### src/sv/lld_pkg.sv
`timescale 1ns / 1ps
// ----------------------------------------------------------------------------
// lld_pkg
// Shared types, constants and helpers of the least-loaded dispatcher.
// ----------------------------------------------------------------------------
package lld_pkg;

	localparam int MAX_WORKERS_DEF = 8;
	localparam int WEIGHT_W        = 32;
	localparam int APB_AW          = 3;
	localparam int APB_DW          = 32;

	localparam logic       REQ_DISPATCH = 1'b0;
	localparam logic       REQ_REPORT   = 1'b1;
	localparam logic [0:0] REG_ACTIVE   = 1'b0;
	localparam logic [3:0] ACTIVE_RESET = 4'd8;

	localparam logic [16:0] HEADER_WORDS = 17'd3;

	typedef struct packed {
		logic        req_type;
		logic [15:0] seg_words;
		logic [2:0]  worker;
		logic [31:0] reported_weight;
	} req_t;

	typedef struct packed {
		logic [2:0]  target_worker;
		logic [6:0]  win_count;
		logic [18:0] packet_bytes;
		logic [31:0] outstanding;
	} res_t;

	// size / 768 = (size >> 8) / 3, by reciprocal 171/512 (exact below 512)
	function automatic logic [6:0] windows_of(input logic [15:0] size);
		logic [16:0] prod;
		prod = 17'(size[15:8]) * 17'd171;
		return prod[15:9];
	endfunction

	// (size + 3) * 4
	function automatic logic [18:0] bytes_of(input logic [15:0] size);
		logic [16:0] words;
		words = 17'(size) + HEADER_WORDS;
		return {words, 2'b00};
	endfunction

endpackage

### src/sv/lld_req_if.sv
`timescale 1ns / 1ps
// ----------------------------------------------------------------------------
// lld_req_if
// Request channel: dispatch or weight report, valid/ready handshake.
// ----------------------------------------------------------------------------
interface lld_req_if;
	logic        valid;
	logic        ready;
	logic        req_type;
	logic [15:0] seg_words;
	logic [2:0]  worker;
	logic [31:0] reported_weight;

	modport source (output valid, output req_type, output seg_words, output worker,
		output reported_weight, input ready);
	modport sink (input valid, input req_type, input seg_words, input worker,
		input reported_weight, output ready);
endinterface

### src/sv/lld_rsp_if.sv
`timescale 1ns / 1ps
// ----------------------------------------------------------------------------
// lld_rsp_if
// Result channel: one result per request, valid/ready handshake.
// ----------------------------------------------------------------------------
interface lld_rsp_if;
	logic        valid;
	logic        ready;
	logic [2:0]  target_worker;
	logic [6:0]  win_count;
	logic [18:0] packet_bytes;
	logic [31:0] outstanding;

	modport source (output valid, output target_worker, output win_count,
		output packet_bytes, output outstanding, input ready);
	modport sink (input valid, input target_worker, input win_count,
		input packet_bytes, input outstanding, output ready);
endinterface

### src/sv/lld_cfg.sv
`timescale 1ns / 1ps
// ----------------------------------------------------------------------------
// lld_cfg
// APB register port holding the active worker count.
// ----------------------------------------------------------------------------
module lld_cfg (
	input  logic                       clk,
	input  logic                       arst_n,
	input  logic                       psel,
	input  logic                       penable,
	input  logic                       pwrite,
	input  logic [lld_pkg::APB_AW-1:0] paddr,
	input  logic [lld_pkg::APB_DW-1:0] pwdata,
	output logic [lld_pkg::APB_DW-1:0] prdata,
	output logic                       pready,
	output logic [3:0]                 active_children
);

	logic [3:0] active_q;
	logic       hit;

	assign hit    = (paddr[lld_pkg::APB_AW-1:2] == lld_pkg::REG_ACTIVE);
	assign pready = 1'b1;

	always_ff @(posedge clk or negedge arst_n) begin
		if (!arst_n) begin
			active_q <= lld_pkg::ACTIVE_RESET;
		end else if (psel && penable && pwrite && pready && hit) begin
			active_q <= pwdata[3:0];
		end
	end

	assign prdata          = hit ? lld_pkg::APB_DW'(active_q) : '0;
	assign active_children = active_q;

endmodule

### src/sv/lld_wtab.sv
`timescale 1ns / 1ps
// ----------------------------------------------------------------------------
// lld_wtab
// Worker weight memory, one write and one registered read port, with
// per-entry valid bits so that reset reads back zero weights.
// ----------------------------------------------------------------------------
module lld_wtab #(
	parameter int DEPTH = lld_pkg::MAX_WORKERS_DEF,
	parameter int AW    = $clog2(DEPTH)
) (
	input  logic                         clk,
	input  logic                         arst_n,
	input  logic [AW-1:0]                rd_addr,
	output logic [lld_pkg::WEIGHT_W-1:0] rd_data,
	input  logic                         wr_en,
	input  logic [AW-1:0]                wr_addr,
	input  logic [lld_pkg::WEIGHT_W-1:0] wr_data
);

	logic [lld_pkg::WEIGHT_W-1:0] mem_q [DEPTH];
	logic [DEPTH-1:0]             valid_q;
	logic [lld_pkg::WEIGHT_W-1:0] rd_mem_q;
	logic                         rd_vld_q;

	always_ff @(posedge clk) begin
		if (wr_en) begin
			mem_q[wr_addr] <= wr_data;
		end
		rd_mem_q <= mem_q[rd_addr];
	end

	always_ff @(posedge clk or negedge arst_n) begin
		if (!arst_n) begin
			valid_q  <= '0;
			rd_vld_q <= 1'b0;
		end else begin
			if (wr_en) begin
				valid_q[wr_addr] <= 1'b1;
			end
			rd_vld_q <= valid_q[rd_addr];
		end
	end

	assign rd_data = rd_vld_q ? rd_mem_q : '0;

endmodule

### src/sv/lld_seq.sv
`timescale 1ns / 1ps
// ----------------------------------------------------------------------------
// lld_seq
// Request sequencer: for a dispatch, walks the weight table with one comparator
// to find the least-loaded worker; then updates the table and outstanding count.
// ----------------------------------------------------------------------------
module lld_seq #(
	parameter int MAX_WORKERS = lld_pkg::MAX_WORKERS_DEF,
	parameter int IW          = $clog2(MAX_WORKERS)
) (
	input  logic                         clk,
	input  logic                         arst_n,
	input  logic [3:0]                   active_children,
	input  logic                         in_valid,
	output logic                         in_ready,
	input  lld_pkg::req_t                in_req,
	input  logic                         slot_free,
	output logic                         done,
	output lld_pkg::res_t                res,
	output logic [IW-1:0]                rd_addr,
	input  logic [lld_pkg::WEIGHT_W-1:0] rd_data,
	output logic                         wr_en,
	output logic [IW-1:0]                wr_addr,
	output logic [lld_pkg::WEIGHT_W-1:0] wr_data
);

	localparam logic [1:0] ST_IDLE  = 2'd0;
	localparam logic [1:0] ST_SCAN  = 2'd1;
	localparam logic [1:0] ST_WRITE = 2'd2;

	logic [1:0]                   state_q;
	logic [IW-1:0]                idx_q;
	logic [IW-1:0]                last_q;
	logic [IW-1:0]                best_q;
	logic [lld_pkg::WEIGHT_W-1:0] bestw_q;
	logic                         req_q;
	logic [2:0]                   wk_q;
	logic                         wk_ok_q;
	logic [6:0]                   windows_q;
	logic [18:0]                  bytes_q;
	logic [lld_pkg::WEIGHT_W-1:0] rep_q;
	logic [31:0]                  outstanding_q;

	logic                         accept;
	logic                         take;
	logic                         finish;
	logic [IW-1:0]                last_c;
	logic [31:0]                  ac32;
	logic [32:0]                  sum;
	logic [lld_pkg::WEIGHT_W-1:0] sat;
	logic [31:0]                  outstanding_c;

	assign in_ready = (state_q == ST_IDLE);
	assign accept   = in_valid && in_ready;
	assign take     = (idx_q == '0) || (rd_data < bestw_q);
	assign finish   = (state_q == ST_WRITE) && slot_free;

	always_comb begin
		ac32 = 32'(active_children);
		if (ac32 == 32'd0) begin
			last_c = '0;
		end else if (ac32 > 32'(MAX_WORKERS)) begin
			last_c = IW'(MAX_WORKERS - 1);
		end else begin
			last_c = IW'(ac32 - 32'd1);
		end
	end

	always_comb begin
		unique case (state_q)
			ST_IDLE: rd_addr = '0;
			ST_SCAN: rd_addr = idx_q + IW'(1);
			default: rd_addr = idx_q;
		endcase
	end

	always_comb begin
		sum = {1'b0, bestw_q} + 33'(windows_q);
		sat = sum[32] ? '1 : sum[31:0];
		if (req_q == lld_pkg::REQ_DISPATCH) begin
			outstanding_c = outstanding_q + 32'(windows_q);
		end else begin
			outstanding_c = outstanding_q - 32'(windows_q);
		end
	end

	assign wr_en   = finish && ((req_q == lld_pkg::REQ_DISPATCH) || wk_ok_q);
	assign wr_addr = best_q;
	assign wr_data = (req_q == lld_pkg::REQ_DISPATCH) ? sat : rep_q;

	always_ff @(posedge clk or negedge arst_n) begin
		if (!arst_n) begin
			state_q       <= ST_IDLE;
			outstanding_q <= '0;
		end else begin
			unique case (state_q)
				ST_IDLE: begin
					if (accept) begin
						state_q <= (in_req.req_type == lld_pkg::REQ_DISPATCH) ?
							ST_SCAN : ST_WRITE;
					end
				end
				ST_SCAN: begin
					if (idx_q == last_q) begin
						state_q <= ST_WRITE;
					end
				end
				ST_WRITE: begin
					if (finish) begin
						state_q       <= ST_IDLE;
						outstanding_q <= outstanding_c;
					end
				end
				default: state_q <= ST_IDLE;
			endcase
		end
	end

	always_ff @(posedge clk) begin
		if (accept) begin
			idx_q     <= '0;
			last_q    <= last_c;
			req_q     <= in_req.req_type;
			wk_q      <= in_req.worker;
			wk_ok_q   <= (32'(in_req.worker) < 32'(MAX_WORKERS));
			windows_q <= lld_pkg::windows_of(in_req.seg_words);
			bytes_q   <= lld_pkg::bytes_of(in_req.seg_words);
			rep_q     <= in_req.reported_weight;
			best_q    <= IW'(in_req.worker);
		end else if (state_q == ST_SCAN) begin
			idx_q <= idx_q + IW'(1);
			if (take) begin
				best_q  <= idx_q;
				bestw_q <= rd_data;
			end
		end
	end

	assign done              = finish;
	assign res.target_worker = (req_q == lld_pkg::REQ_DISPATCH) ? 3'(best_q) : wk_q;
	assign res.win_count     = windows_q;
	assign res.packet_bytes  = (req_q == lld_pkg::REQ_DISPATCH) ? bytes_q : '0;
	assign res.outstanding   = outstanding_c;

	a_done_idle: assert property (@(posedge clk) disable iff (!arst_n)
		done |=> (state_q == ST_IDLE))
		else $error("sequencer did not return to idle after a result");

	a_scan_range: assert property (@(posedge clk) disable iff (!arst_n)
		(state_q == ST_SCAN) |-> (idx_q <= last_q))
		else $error("scan index ran past the active worker count");

	a_pick_range: assert property (@(posedge clk) disable iff (!arst_n)
		(done && (req_q == lld_pkg::REQ_DISPATCH)) |-> (best_q <= last_q))
		else $error("dispatch picked an inactive worker");

	a_idle_hold: assert property (@(posedge clk) disable iff (!arst_n)
		((state_q == ST_IDLE) && !in_valid) |=> (state_q == ST_IDLE))
		else $error("sequencer left idle without a request");

endmodule

### src/sv/least_loaded_dispatcher_top.sv
`timescale 1ns / 1ps
// ----------------------------------------------------------------------------
// least_loaded_dispatcher_top
// Least-loaded dispatcher: picks the lightest active worker for each
// dispatch request and tracks reported weights and outstanding windows.
// ----------------------------------------------------------------------------
// Dispatch: the single comparator walks the weight table one entry a cycle over
//   the active workers (1..MAX; zero active scans worker 0), then writes it back.
// Report: no scan; writes the reported weight. One request is in flight at a time;
//   the next is taken once the result has moved to the output register.
// Reset (arst_n low): weights read as zero, outstanding count zero,
//   active count eight, no result pending.
module least_loaded_dispatcher_top #(
	parameter int MAX_WORKERS = lld_pkg::MAX_WORKERS_DEF
) (
	input  logic                       clk,
	input  logic                       arst_n,
	input  logic                       psel,
	input  logic                       penable,
	input  logic                       pwrite,
	input  logic [lld_pkg::APB_AW-1:0] paddr,
	input  logic [lld_pkg::APB_DW-1:0] pwdata,
	output logic [lld_pkg::APB_DW-1:0] prdata,
	output logic                       pready,
	lld_req_if.sink                    req,
	lld_rsp_if.source                  rsp
);

	localparam int IW = $clog2(MAX_WORKERS);

	logic [3:0]                   active_children;
	lld_pkg::req_t                in_req;
	lld_pkg::res_t                res;
	lld_pkg::res_t                rsp_q;
	logic                         rsp_valid_q;
	logic                         slot_free;
	logic                         done;
	logic [IW-1:0]                rd_addr;
	logic [lld_pkg::WEIGHT_W-1:0] rd_data;
	logic                         wr_en;
	logic [IW-1:0]                wr_addr;
	logic [lld_pkg::WEIGHT_W-1:0] wr_data;

	assign in_req.req_type        = req.req_type;
	assign in_req.seg_words       = req.seg_words;
	assign in_req.worker          = req.worker;
	assign in_req.reported_weight = req.reported_weight;

	assign slot_free = !rsp_valid_q || rsp.ready;

	lld_cfg u_cfg (
		.clk             (clk),
		.arst_n          (arst_n),
		.psel            (psel),
		.penable         (penable),
		.pwrite          (pwrite),
		.paddr           (paddr),
		.pwdata          (pwdata),
		.prdata          (prdata),
		.pready          (pready),
		.active_children (active_children)
	);

	lld_wtab #(
		.DEPTH (MAX_WORKERS),
		.AW    (IW)
	) u_wtab (
		.clk     (clk),
		.arst_n  (arst_n),
		.rd_addr (rd_addr),
		.rd_data (rd_data),
		.wr_en   (wr_en),
		.wr_addr (wr_addr),
		.wr_data (wr_data)
	);

	lld_seq #(
		.MAX_WORKERS (MAX_WORKERS),
		.IW          (IW)
	) u_seq (
		.clk             (clk),
		.arst_n          (arst_n),
		.active_children (active_children),
		.in_valid        (req.valid),
		.in_ready        (req.ready),
		.in_req          (in_req),
		.slot_free       (slot_free),
		.done            (done),
		.res             (res),
		.rd_addr         (rd_addr),
		.rd_data         (rd_data),
		.wr_en           (wr_en),
		.wr_addr         (wr_addr),
		.wr_data         (wr_data)
	);

	always_ff @(posedge clk or negedge arst_n) begin
		if (!arst_n) begin
			rsp_valid_q <= 1'b0;
		end else if (done) begin
			rsp_valid_q <= 1'b1;
		end else if (rsp.ready) begin
			rsp_valid_q <= 1'b0;
		end
	end

	always_ff @(posedge clk) begin
		if (done) begin
			rsp_q <= res;
		end
	end

	assign rsp.valid         = rsp_valid_q;
	assign rsp.target_worker = rsp_q.target_worker;
	assign rsp.win_count     = rsp_q.win_count;
	assign rsp.packet_bytes  = rsp_q.packet_bytes;
	assign rsp.outstanding   = rsp_q.outstanding;

endmodule
### src/flat_wrapper.sv
// flat-port wrapper written by rule: the top's interface ports become plain ports
module least_loaded_dispatcher_top_flat 
#(
	parameter int MAX_WORKERS = lld_pkg::MAX_WORKERS_DEF
)
  (clk, arst_n, psel, penable, pwrite, paddr, pwdata, prdata, pready, req_valid, req_req_type, req_seg_words, req_worker, req_reported_weight, req_ready, rsp_valid, rsp_target_worker, rsp_win_count, rsp_packet_bytes, rsp_outstanding, rsp_ready);
  lld_req_if req_i ();
  lld_rsp_if rsp_i ();
  input  logic clk;
  input  logic arst_n;
  input  logic psel;
  input  logic penable;
  input  logic pwrite;
  input  logic [lld_pkg::APB_AW-1:0] paddr;
  input  logic [lld_pkg::APB_DW-1:0] pwdata;
  output logic [lld_pkg::APB_DW-1:0] prdata;
  output logic pready;
  input wire logic [$bits(req_i.valid)-1:0] req_valid;
  input wire logic [$bits(req_i.req_type)-1:0] req_req_type;
  input wire logic [$bits(req_i.seg_words)-1:0] req_seg_words;
  input wire logic [$bits(req_i.worker)-1:0] req_worker;
  input wire logic [$bits(req_i.reported_weight)-1:0] req_reported_weight;
  output wire logic [$bits(req_i.ready)-1:0] req_ready;
  output wire logic [$bits(rsp_i.valid)-1:0] rsp_valid;
  output wire logic [$bits(rsp_i.target_worker)-1:0] rsp_target_worker;
  output wire logic [$bits(rsp_i.win_count)-1:0] rsp_win_count;
  output wire logic [$bits(rsp_i.packet_bytes)-1:0] rsp_packet_bytes;
  output wire logic [$bits(rsp_i.outstanding)-1:0] rsp_outstanding;
  input wire logic [$bits(rsp_i.ready)-1:0] rsp_ready;
  assign req_i.valid = req_valid;
  assign req_i.req_type = req_req_type;
  assign req_i.seg_words = req_seg_words;
  assign req_i.worker = req_worker;
  assign req_i.reported_weight = req_reported_weight;
  assign req_ready = req_i.ready;
  assign rsp_valid = rsp_i.valid;
  assign rsp_target_worker = rsp_i.target_worker;
  assign rsp_win_count = rsp_i.win_count;
  assign rsp_packet_bytes = rsp_i.packet_bytes;
  assign rsp_outstanding = rsp_i.outstanding;
  assign rsp_i.ready = rsp_ready;
  least_loaded_dispatcher_top #(.MAX_WORKERS(MAX_WORKERS)) u_core (.clk(clk), .arst_n(arst_n), .psel(psel), .penable(penable), .pwrite(pwrite), .paddr(paddr), .pwdata(pwdata), .prdata(prdata), .pready(pready), .req(req_i), .rsp(rsp_i));
endmodule
### config.mk
export PLATFORM = sky130hd
export DESIGN_NAME = least_loaded_dispatcher_top_flat
export DESIGN_NICKNAME = d
export VERILOG_FILES = /design/src/sv/lld_pkg.sv /design/src/sv/lld_req_if.sv /design/src/sv/lld_rsp_if.sv /design/src/sv/lld_cfg.sv /design/src/sv/lld_wtab.sv /design/src/sv/lld_seq.sv /design/src/sv/least_loaded_dispatcher_top.sv /design/src/flat_wrapper.sv
export SDC_FILE = /design/constraint.sdc
export NUM_CORES = 1
export LEC_CHECK = 0
export BUFFER_PORTS_ARGS = -buffer_cell sky130_fd_sc_hd__buf_2
export CORE_UTILIZATION = 47
export CTS_CLUSTER_SIZE = 8
export DETAILED_ROUTE_END_ITERATION = 7
export PLACE_DENSITY = 0.66
export SLEW_MARGIN = 30
export SYNTH_ARGS = -nofsm -noshare
export SYNTH_HDL_FRONTEND = slang
export SYNTH_SLANG_ARGS = --single-unit
### constraint.sdc
create_clock -name clk -period 14.3 [get_ports clk]
set_clock_uncertainty 0.05 [all_clocks]
set_input_delay 0.715 -clock clk [delete_from_list [all_inputs] [get_ports clk]]
set_output_delay 0.715 -clock clk [all_outputs]
set_load 0.03 [all_outputs]
## Yosys cells after proc, flatten, opt, wreduce, memory -nomap -nowiden

Memories as Yosys holds them, arrays and structs flattened. A register that Yosys moved wholly into a read port is not among the register bits.
Cells that the tools add are included.

- Order comparisons: 5
- $mul: 1
- Equality and inequality tests: 6
- Reductions and logical operators: 19
- Bitwise logic cells: 3
- $add $sub $neg: 6
- Multiplexer cells: 24

Operators with widths:

| kind | count |
|---|---|
| 32-bit 2-to-1 mux | 4 |
| 32-bit by 7-bit adder with 33-bit output | 1 |
| 32-bit by 7-bit adder with 32-bit output | 1 |
| 32-bit < comparator | 1 |
| 32-bit by 7-bit subtractor with 32-bit output | 1 |
| 16-bit by 2-bit adder with 17-bit output, second input constant | 1 |
| 8-bit by 8-bit multiplier with 16-bit output, second input constant | 1 |
| 3-bit 2-to-1 mux | 5 |
| 3-bit by 4-bit < comparator with 1-bit output, second input constant | 2 |
| 2-bit 2-to-1 mux | 4 |
| 8-bit bitwise OR | 1 |
| 1-bit logical AND | 6 |
| 1-bit 2-to-1 mux | 6 |
| 2-bit case mux with 3 select lines | 1 |
| 3-bit case mux with 2 select lines | 1 |
| 3-bit AND reduction | 2 |
| 2-bit nonzero test | 3 |
| 4-bit greater-than comparator, second input constant | 1 |
| 4-bit logical NOT | 1 |
| 4-bit 2-to-1 mux | 1 |
| 2-bit != test, second input constant | 2 |
| 2-bit AND reduction | 2 |
| 3-bit by 1-bit adder with 3-bit output, second input constant | 1 |
| 1-bit binary-select mux with 3-bit select | 1 |
| 12 further kinds | 14 |

- Memories kept: 1
- Word-level logic and storage cells: 84
- Register bits after elaboration: 208
- RAM bits: 256
- Input bits: 94
- Output and inout bits: 96

Memories:

| name | depth | width | read ports | clocked after Yosys merged registers in | write ports | RTL line | source |
|---|---|---|---|---|---|---|---|
| u_core.u_wtab.mem_q | 8 | 32 | 1 | 1 | 1 | lld_wtab.sv:20 | `logic [lld_pkg::WEIGHT_W-1:0] mem_q [DEPTH];` |

## Logic depth before layout (Yosys ltp)

Gate-level depths: netlist (run 1).

- Depth in word-level cells: 6
- Gate-level depth with buffers: 15
- Mapped depth without buffers: 15

## Cells and area by module

From an unflattened synthesis (run 1), not the netlist that was laid out.

- Cells, all modules: 1612
- Area total of the unflattened synthesis: 23276.1 µm²

By module, submodules not included:

| module | times used | area each (µm²) | cells each | seq. area each (µm²) |
|---|---|---|---|---|
| lld_wtab | 1 | 10886.7 | 473 | 8553.2 |
| lld_seq | 1 | 10079.7 | 1031 | 3853.7 |
| least_loaded_dispatcher_top | 1 | 1879.3 | 64 | 1856.8 |
| lld_cfg | 1 | 430.4 | 44 | 101.3 |

## Worst setup path after synthesis (run 1)

No wires, ideal clock.

- Path kind: register to register
- Start: register u_core.u_wtab.rd_vld_q
- End: register u_core.u_seq.best_q[0], in the netlist u_core.u_seq.wr_addr[0] (enable)
- Period minus slack after synthesis: 5.751 ns
- Path slack: 8.549 ns
- Data arrival time: 5.389 ns
- Path buffers: 1
- Library setup time: 0.311 ns
- Cell stages (with the launch flop): 11
- Required time: 13.939 ns
- Path through: dfrtp_1 > clkbuf_1 > and2_1 > ha_1 > a21o_1 > a21o_1 > a21oi_1 > o21ai_0 > and3_1 > o41ai_1 > or2_1

- Longest elaborated chain between the ends: 5

Ends and longest elaborated chain:

| what | RTL line | source |
|---|---|---|
| from (decl) | lld_wtab.sv:23 | `logic rd_vld_q;` |
| from (signal assigned) | lld_wtab.sv:40 | `rd_vld_q <= valid_q[rd_addr];` |
| 32-bit 2-to-1 mux | lld_wtab.sv:44 | `assign rd_data = rd_vld_q ? rd_mem_q : '0;` |
| via u_core.rd_data (one bit) | least_loaded_dispatcher_top.sv:39 | `logic [lld_pkg::WEIGHT_W-1:0] rd_data;` |
| 32-bit < comparator | lld_seq.sv:55 | `assign take = (idx_q == '0) \|\| (rd_data < bestw_q);` |
| 1-bit logical OR | lld_seq.sv:55 |  |
| 2-bit nonzero test (no source line) | n/a |  |
| 2-bit AND reduction (no source line) | n/a |  |
| to (signal assigned) | lld_seq.sv:129 | `best_q <= IW'(in_req.worker);` |
| to (signal assigned) | lld_seq.sv:133 | `best_q <= idx_q;` |
| to (decl) | lld_seq.sv:34 | `logic [IW-1:0] best_q;` |

The timed path passes the listed nets, and every way through them passes these cells.
A chain may end at the register's enable or synchronous reset.

==> results of run 1 <==
worst max-delay path by stage:
stage                              startpoint                          to
CTS                 u_core.u_seq.windows_q[3]  u_core.rsp.outstanding[28]
global placement             req_seg_words[9]   u_core.u_seq.windows_q[6]
floorplan              u_core.u_wtab.rd_vld_q     u_core.u_seq.wr_addr[0]
finish              u_core.u_seq.windows_q[3]  u_core.rsp.outstanding[28]
detailed placement           req_seg_words[9]   u_core.u_seq.windows_q[6]
global route        u_core.u_seq.windows_q[3]  u_core.rsp.outstanding[28]
cell type report:
class	instances	area, sq um
clock buffers	121	1986
inverters	95	357.8
clock inverters	5	85.08
fillers	4092	22200
repair buffers	153	844.6
well taps	664	830.8
diodes	1	2.502
flip-flops and latches	496	14310
multi-input cells	1366	8446
worst register-to-register path, stage by stage (launching register included):
cell	delay, ns
edfxtp_1	0.53
nor4_1	0.64
a41o_1	0.66
ha_1	0.41
a21oi_1	0.22
o21ai_0	0.19
a221oi_2	0.38
o2bb2ai_1	0.12
a31oi_1	0.24
nand2b_1	0.09
a31oi_1	0.24
nand2_1	0.13
metrics by stage:
stage | worst slack, ns | area, sq um | utilization (%) | instances | hold slack [ns]
global placement | 9.695 | 24740 | 50.44 | 2773 | 0.4011
floorplan | 8.549 | 23540 | - | 2068 | 0.3694
detailed placement | 9.677 | 24760 | 50.47 | 2773 | 0.4028
CTS | 10.26 | 26830 | 54.70 | 2899 | 0.1891
finish | 10.16 | 26860 | 54.75 | 2901 | 0.1847
global route | 9.891 | 26860 | 54.75 | 2901 | 0.2346
kinds of logic (layout without fill, tap and decap cells):
kind of cell	Yosys count	in the layout	share of synthesized area, %
AO/OA/AOI/OAI	258	258	6.931
XOR/XNOR	76	76	2.873
adder cells (fa/ha/maj)	131	131	7.443
buffers and inverters	206	374	3.844
flip-flops	496	496	61.05
multiplexers	26	26	1.212
other	2	32	0.03205
AND/OR/NAND/NOR	844	844	16.62
layer usage:
| layer | track usage (%) | wire (microns) | vias up |
|---|---|---|---|
| met5 | 0 | 0 | - |
| met4 | 8.141 | 1340 | 0 |
| met3 | 3.168 | 2731 | 92 |
| met2 | 35.48 | 25710 | 450 |
| met1 | 26.75 | 22590 | 7592 |
| li1 | - | - | 7449 |
flip-flops by register name, summed over array words and instances, names as in the netlist:
name                          flops
u_core.u_seq.wk_q                 3
u_core.u_wtab.rd_vld_q            1
u_core.rsp.target_worker          3
u_core.u_seq.wr_addr              3
u_core.u_seq.req_q                1
u_core.u_seq.idx_q                3
u_core.rsp.packet_bytes          17
u_core.u_seq.state_q              2
u_core.u_seq.windows_q            7
u_core.u_seq.rep_q               32
u_core.rsp.outstanding           32
u_core.rsp.valid                  1
u_core.u_wtab.valid_q             8
u_core.u_seq.bytes_q             17
u_core.u_seq.last_q               3
u_core.u_cfg.active_children      4
u_core.u_seq.bestw_q             32
u_core.rsp.win_count              7
u_core.u_wtab.mem_q             256
u_core.u_seq.outstanding_q       32
u_core.u_wtab.rd_mem_q           32
placed cells by master, fill, tap and decap left out, types with 59 or more instances in the layout:
cell         n
a21oi_1     73
buf_2      128
clkbuf_16   72
edfxtp_1   413
ha_1       117
inv_1       94
nand2_1    411
nand3_1    187
nor2_1      61
o21ai_0     76
xnor2_1     59
power breakdown:
part / internal, mW / switching [mW] / leakage (nW)
sequential: 2.12 / 0.157 / 4.64
combinational: 0.822 / 1.60 / 4.90
clock: 0.945 / 0.613 / 0.986
total: 3.89 / 2.37 / 10.5
==> metrics.csv, run 1 <==
metric;value;unit
initial core utilization;47.77;%
# resized after CTS;0;
DR DRC count;0;
Die Width;225.3;microns
Longest Clk Path Bufs;3;
total wire length;52.38;mm
Hold Violations, Final;0;
Slew headroom;35.77;%
most common cell in the netlist;edfxtp_1;
Power Total;6.255;mW
Ys Warns;0;
Core Region;49050;sq um
Post-Route Setup TNS;0;ns
critical path's slowest cell;a41o_1;
GR Util All Layers;20.85;%
Critical R2R Launch;u_core.u_seq.windows_q[3];
Avg Synthesized Cell Area;11.49;sq um
Max Cap Viol;0;
vias in the first global route;15266;
commonest cells in the netlist;edfxtp_1 (413), nand2_1 (412), nand3_1 (187);
Die Footprint;50750;sq um
antenna viol nets, final;0;
port buffer count;128;
Worst R2R Path Depth;11;
antenna violations before repair;1;
Clk Latency, worst-skew pair;0.61;ns
GR Overflow Total;0;
WL per Instance;18.06;microns
CP arrival;4.42;ns
leakage;10.53;nW
Synth Flop Type;edfxtp_1;
fraction of registers with async set/reset;9.677;%
EDFF count, synth;413;
largest net degree at the start of global routing;91;
# Post-CTS Setup Buffers;0;
Row Count;81;
IO Pins;190;
Seq/Total Area, Yosys;61.05;%
dominant cells by area after synthesis;edfxtp_1 (53%), nand2_1 (6.6%), ha_1 (6.2%);
layout cells sized above 1;13.46;%
Final Max Slew Viols;0;
Synth area leader;edfxtp_1;
Peak VDD IR;141.4;uV
crit path cell chain;nor4_1 > a41o_1 > ha_1 > a21oi_1 > o21ai_0 > a221oi_2 > o2bb2ai_1 > a31oi_1 > nand2b_1 > a31oi_1 > nand2_1;
CP Capture Type;flip-flop;
Crit. path cell count;11;
synthesized area;23430;sq um
H-Tree Depth;3;
first-pass iteration count of the detailed router;5;
CTS Root Cell;clkbuf_16;
hpwl dp;31.22;mm
via count;15583;
Max Fclk;241.5;MHz
Vias/cell;5.372;
synth unique cells;81;
Tcrit/Tclk final;28.95;%
final setup fails;0;
die height;225.3;microns
r2r endpoint;u_core.rsp.outstanding[28];
Synth top area share;52.93;%
worst slew pin tran;0.9547;ns
# nets final;2408;
slowest stage delay, CP;0.65;ns
Power Dens Cells;232.9;nW/um^2
Clk pin slew, worst setup/hold paths;0.05;ns
unrepaired setup endpoints after global routing;no;
delay-heaviest family, CP;compound AO/OA/AOI/OAI gates;
Worst Hold Class;primary input to async pin;
drt first-iter violations;1272;
clk sinks;496;
Startpoint Class;flip-flop;
R2R setup slack;10.16;ns
Mapped Cells;2039;
CP Data Required Time;14.58;ns
Synth-to-Final Area Change;14.61;%
Seq cells post-synth;496;
Crit Path Class;flip-flop to flip-flop;
CTS buffer count;71;
outcome;finished, final reports clean;
CTS tree;done;
Final min period;4.140;ns
first-pass GRT wire length;81.36;mm
crit-path max FO;9;
Worst Path Buf+Inv;0;
gpl congestion;0.9098;
Hold-fix buffers, CTS;0;
CP dominant cell by count;a31oi_1;
Power figures use the tool's default switching activity.
==> run 2: changes to the inputs <==
==> constraint.sdc (replaced) <==
create_clock -name clk -period 4.3 [get_ports clk]
set_clock_uncertainty 0.05 [all_clocks]
set_input_delay 0.215 -clock clk [delete_from_list [all_inputs] [get_ports clk]]
set_output_delay 0.215 -clock clk [all_outputs]
set_load 0.03 [all_outputs]
==> run 2 against run 1 <==
Against the previous run: count of clock-buffer cells in the layout shrank 3; routed wire length grew 2.5%; sequential power increased to 3.4 times the previous value; combinational power grew to 3.3 times the previous value; highest routed layer unchanged.
==> metrics.csv, run 2 (same netlist as run 1, synthesis figures left out) <==
metric;value;unit;change
outcome;finished, final reports clean;;unchanged
Clk pin slew, worst setup/hold paths;0.05;ns;about the same
Power Dens Cells;758.3;nW/um^2;was 232.9 nW/um^2
max reg flops;256;;unchanged
Core Region;49050;sq um;unchanged
Longest Clk Path Bufs;3;;unchanged
largest net degree at the start of global routing;85;;was 91
Synth-to-Final Area Change;17.16;%;was 14.61%
CTS Root Cell;clkbuf_16;;unchanged
GR Util All Layers;21.44;%;was 20.85%
hpwl dp;32.06;mm;was 31.22 mm
most common cell after layout, fill and taps aside;edfxtp_1;;unchanged
Startpoint Class;primary input;;was flip-flop
port buffer count;128;;unchanged
# Post-CTS Setup Buffers;0;;unchanged
leakage;10.77;nW;was 10.53 nW
Filler Cells Inserted;4096;;was 4092
via count;15744;;was 15.58k
Max Fclk;246.6;MHz;
antenna viol nets, final;0;;unchanged
Peak VDD IR;339.4;uV;was 141.4 uV
final worst setup slack;0.2457;ns;was 10.16 ns
# nets final;2467;;was 2408
gpl congestion;0.8809;;was 0.9098
DR DRC count;0;;unchanged
Hold Violations, Final;0;;unchanged
initial core utilization;47.77;%;unchanged
vias in the first global route;15756;;was 15.27k
worst slew pin tran;0.8781;ns;was 0.9547 ns
Die Footprint;50750;sq um;unchanged
most flop-heavy register;u_core.u_wtab.mem_q;;unchanged
Tcrit/Tclk final;94.29;%;
CP arrival;4.34;ns;was 4.42 ns
GR Overflow Total;0;;unchanged
Row Count;81;;unchanged
Final min period;4.054;ns;
final setup fails;0;;unchanged
CP Capture Type;flip-flop;;unchanged
Clk Latency, worst-skew pair;0.60;ns;was 0.61 ns
Post-Route Setup TNS;0;ns;unchanged
Antenna diodes;0;;was 1
WL per Instance;18.15;microns;was 18.06 microns
total wire length;53.67;mm;was 52.38 mm
CTS tree;done;;unchanged
Worst Hold Class;primary input to flip-flop;;was primary input to async pin
Slew headroom;40.84;%;was 35.77%
Max Cap Viol;0;;unchanged
Final Max Slew Viols;0;;unchanged
Crit Path Class;primary input to flip-flop;;was flip-flop to flip-flop
first-pass iteration count of the detailed router;4;;was 5
unrepaired setup endpoints after global routing;no;;unchanged
drt first-iter violations;1192;;was 1272
CP Data Required Time;4.58;ns;was 14.58 ns
CTS buffer count;71;;unchanged
antenna violations before repair;0;;was 1
crit-path max FO;7;;was 9
clk sinks;496;;unchanged
Vias/cell;5.324;;was 5.372
first-pass GRT wire length;84.05;mm;was 81.36 mm
pre-CTS WS;0.1452;ns;was 9.677 ns
Die Width;225.3;microns;unchanged
layout cells sized above 1;13.21;%;was 13.46%
H-Tree Depth;3;;unchanged
IO Pins;190;;unchanged
die height;225.3;microns;unchanged
commonest cells after routing, fill and taps aside;edfxtp_1 (413), nand2_1 (411), nand3_1 (187), buf_2 (128), ha_1 (117);;unchanged
-- run 2: layout make-up --
type	count	area (sq um)	area share, %
inverter	95	357.8	1.303
sequential	496	14310	52.11
timing repair buffer	212	1454	5.296
clock inverter	6	96.34	0.3509
tap	664	830.8	3.026
multi-input combinational	1366	8456	30.80
clock buffer	118	1953	7.114
-- run 2: path summary, 6_finish.rpt --
check,slack [ns],depth (start not counted),startpoint,end
max,0.25,15,req_seg_words[9],u_core.u_seq.windows_q[6]
min,0.04,3,req_seg_words[1],u_core.u_seq.bytes_q[5]
max in group asynchronous,3.48,3,arst_n,u_core.u_wtab.rd_vld_q
max reg2reg,0.51,13,u_core.u_seq.windows_q[0],u_core.u_seq.outstanding_q[29]
min in group asynchronous,0.24,3,arst_n,u_core.u_seq.outstanding_q[22]
min reg2reg,0.42,1,u_core.u_wtab.valid_q[6],u_core.u_wtab.valid_q[6]
-- run 2: routing by layer --
layer  wire [microns]  part of all wire [%]  up-vias  track usage, %
li1                 -                     -     7558               -
met1            22960                    43     7725           27.47
met2            26840                    50      379           36.72
met3             2626                   4.9       82           3.507
met4             1245                   2.3        0           7.527
met5                0                     0        -               0
-- run 2: timing repair --
action | in CTS | in global routing
setup endpoints to repair | 0 | 1
endpoints found under the hold margin | 107 | 0
gates resized for setup | 0 | 1
hold buffers | 58 | 0
-- run 2: metrics by stage --
step	instances	util, %	total power, mW	area (sq um)	hold slack, ns
3_5_place_dp	2774	50.55	15.71	24800	0.3380
4_1_cts	2956	55.92	20.92	27430	0.01652
5_1_grt	2957	55.97	22.16	27450	0.06450
2_1_floorplan	2068	-	13.44	23560	-0.1306
3_3_place_gp	2774	50.55	15.47	24800	0.3225
6_report	2957	55.97	20.82	27450	0.04465
-- run 2: critical path, stage by stage --
cell,delay (ns)
dlygate4sd3_1,0.55
buf_2,0.18
ha_1,0.34
fa_1,0.56
fa_1,0.46
fa_1,0.49
ha_1,0.34
o21a_1,0.12
o21a_1,0.19
o221ai_2,0.21
a21oi_1,0.11
and2_1,0.19
o21a_1,0.18
nor2_1,0.12
xnor2_1,0.08
-- run 2: power breakdown --
part,internal (mW),switching (mW),total (mW)
clock,3.09,2.00,5.09
sequential,7.05,0.584,7.64
combinational,2.80,5.29,8.09
total,12.9,7.87,20.8
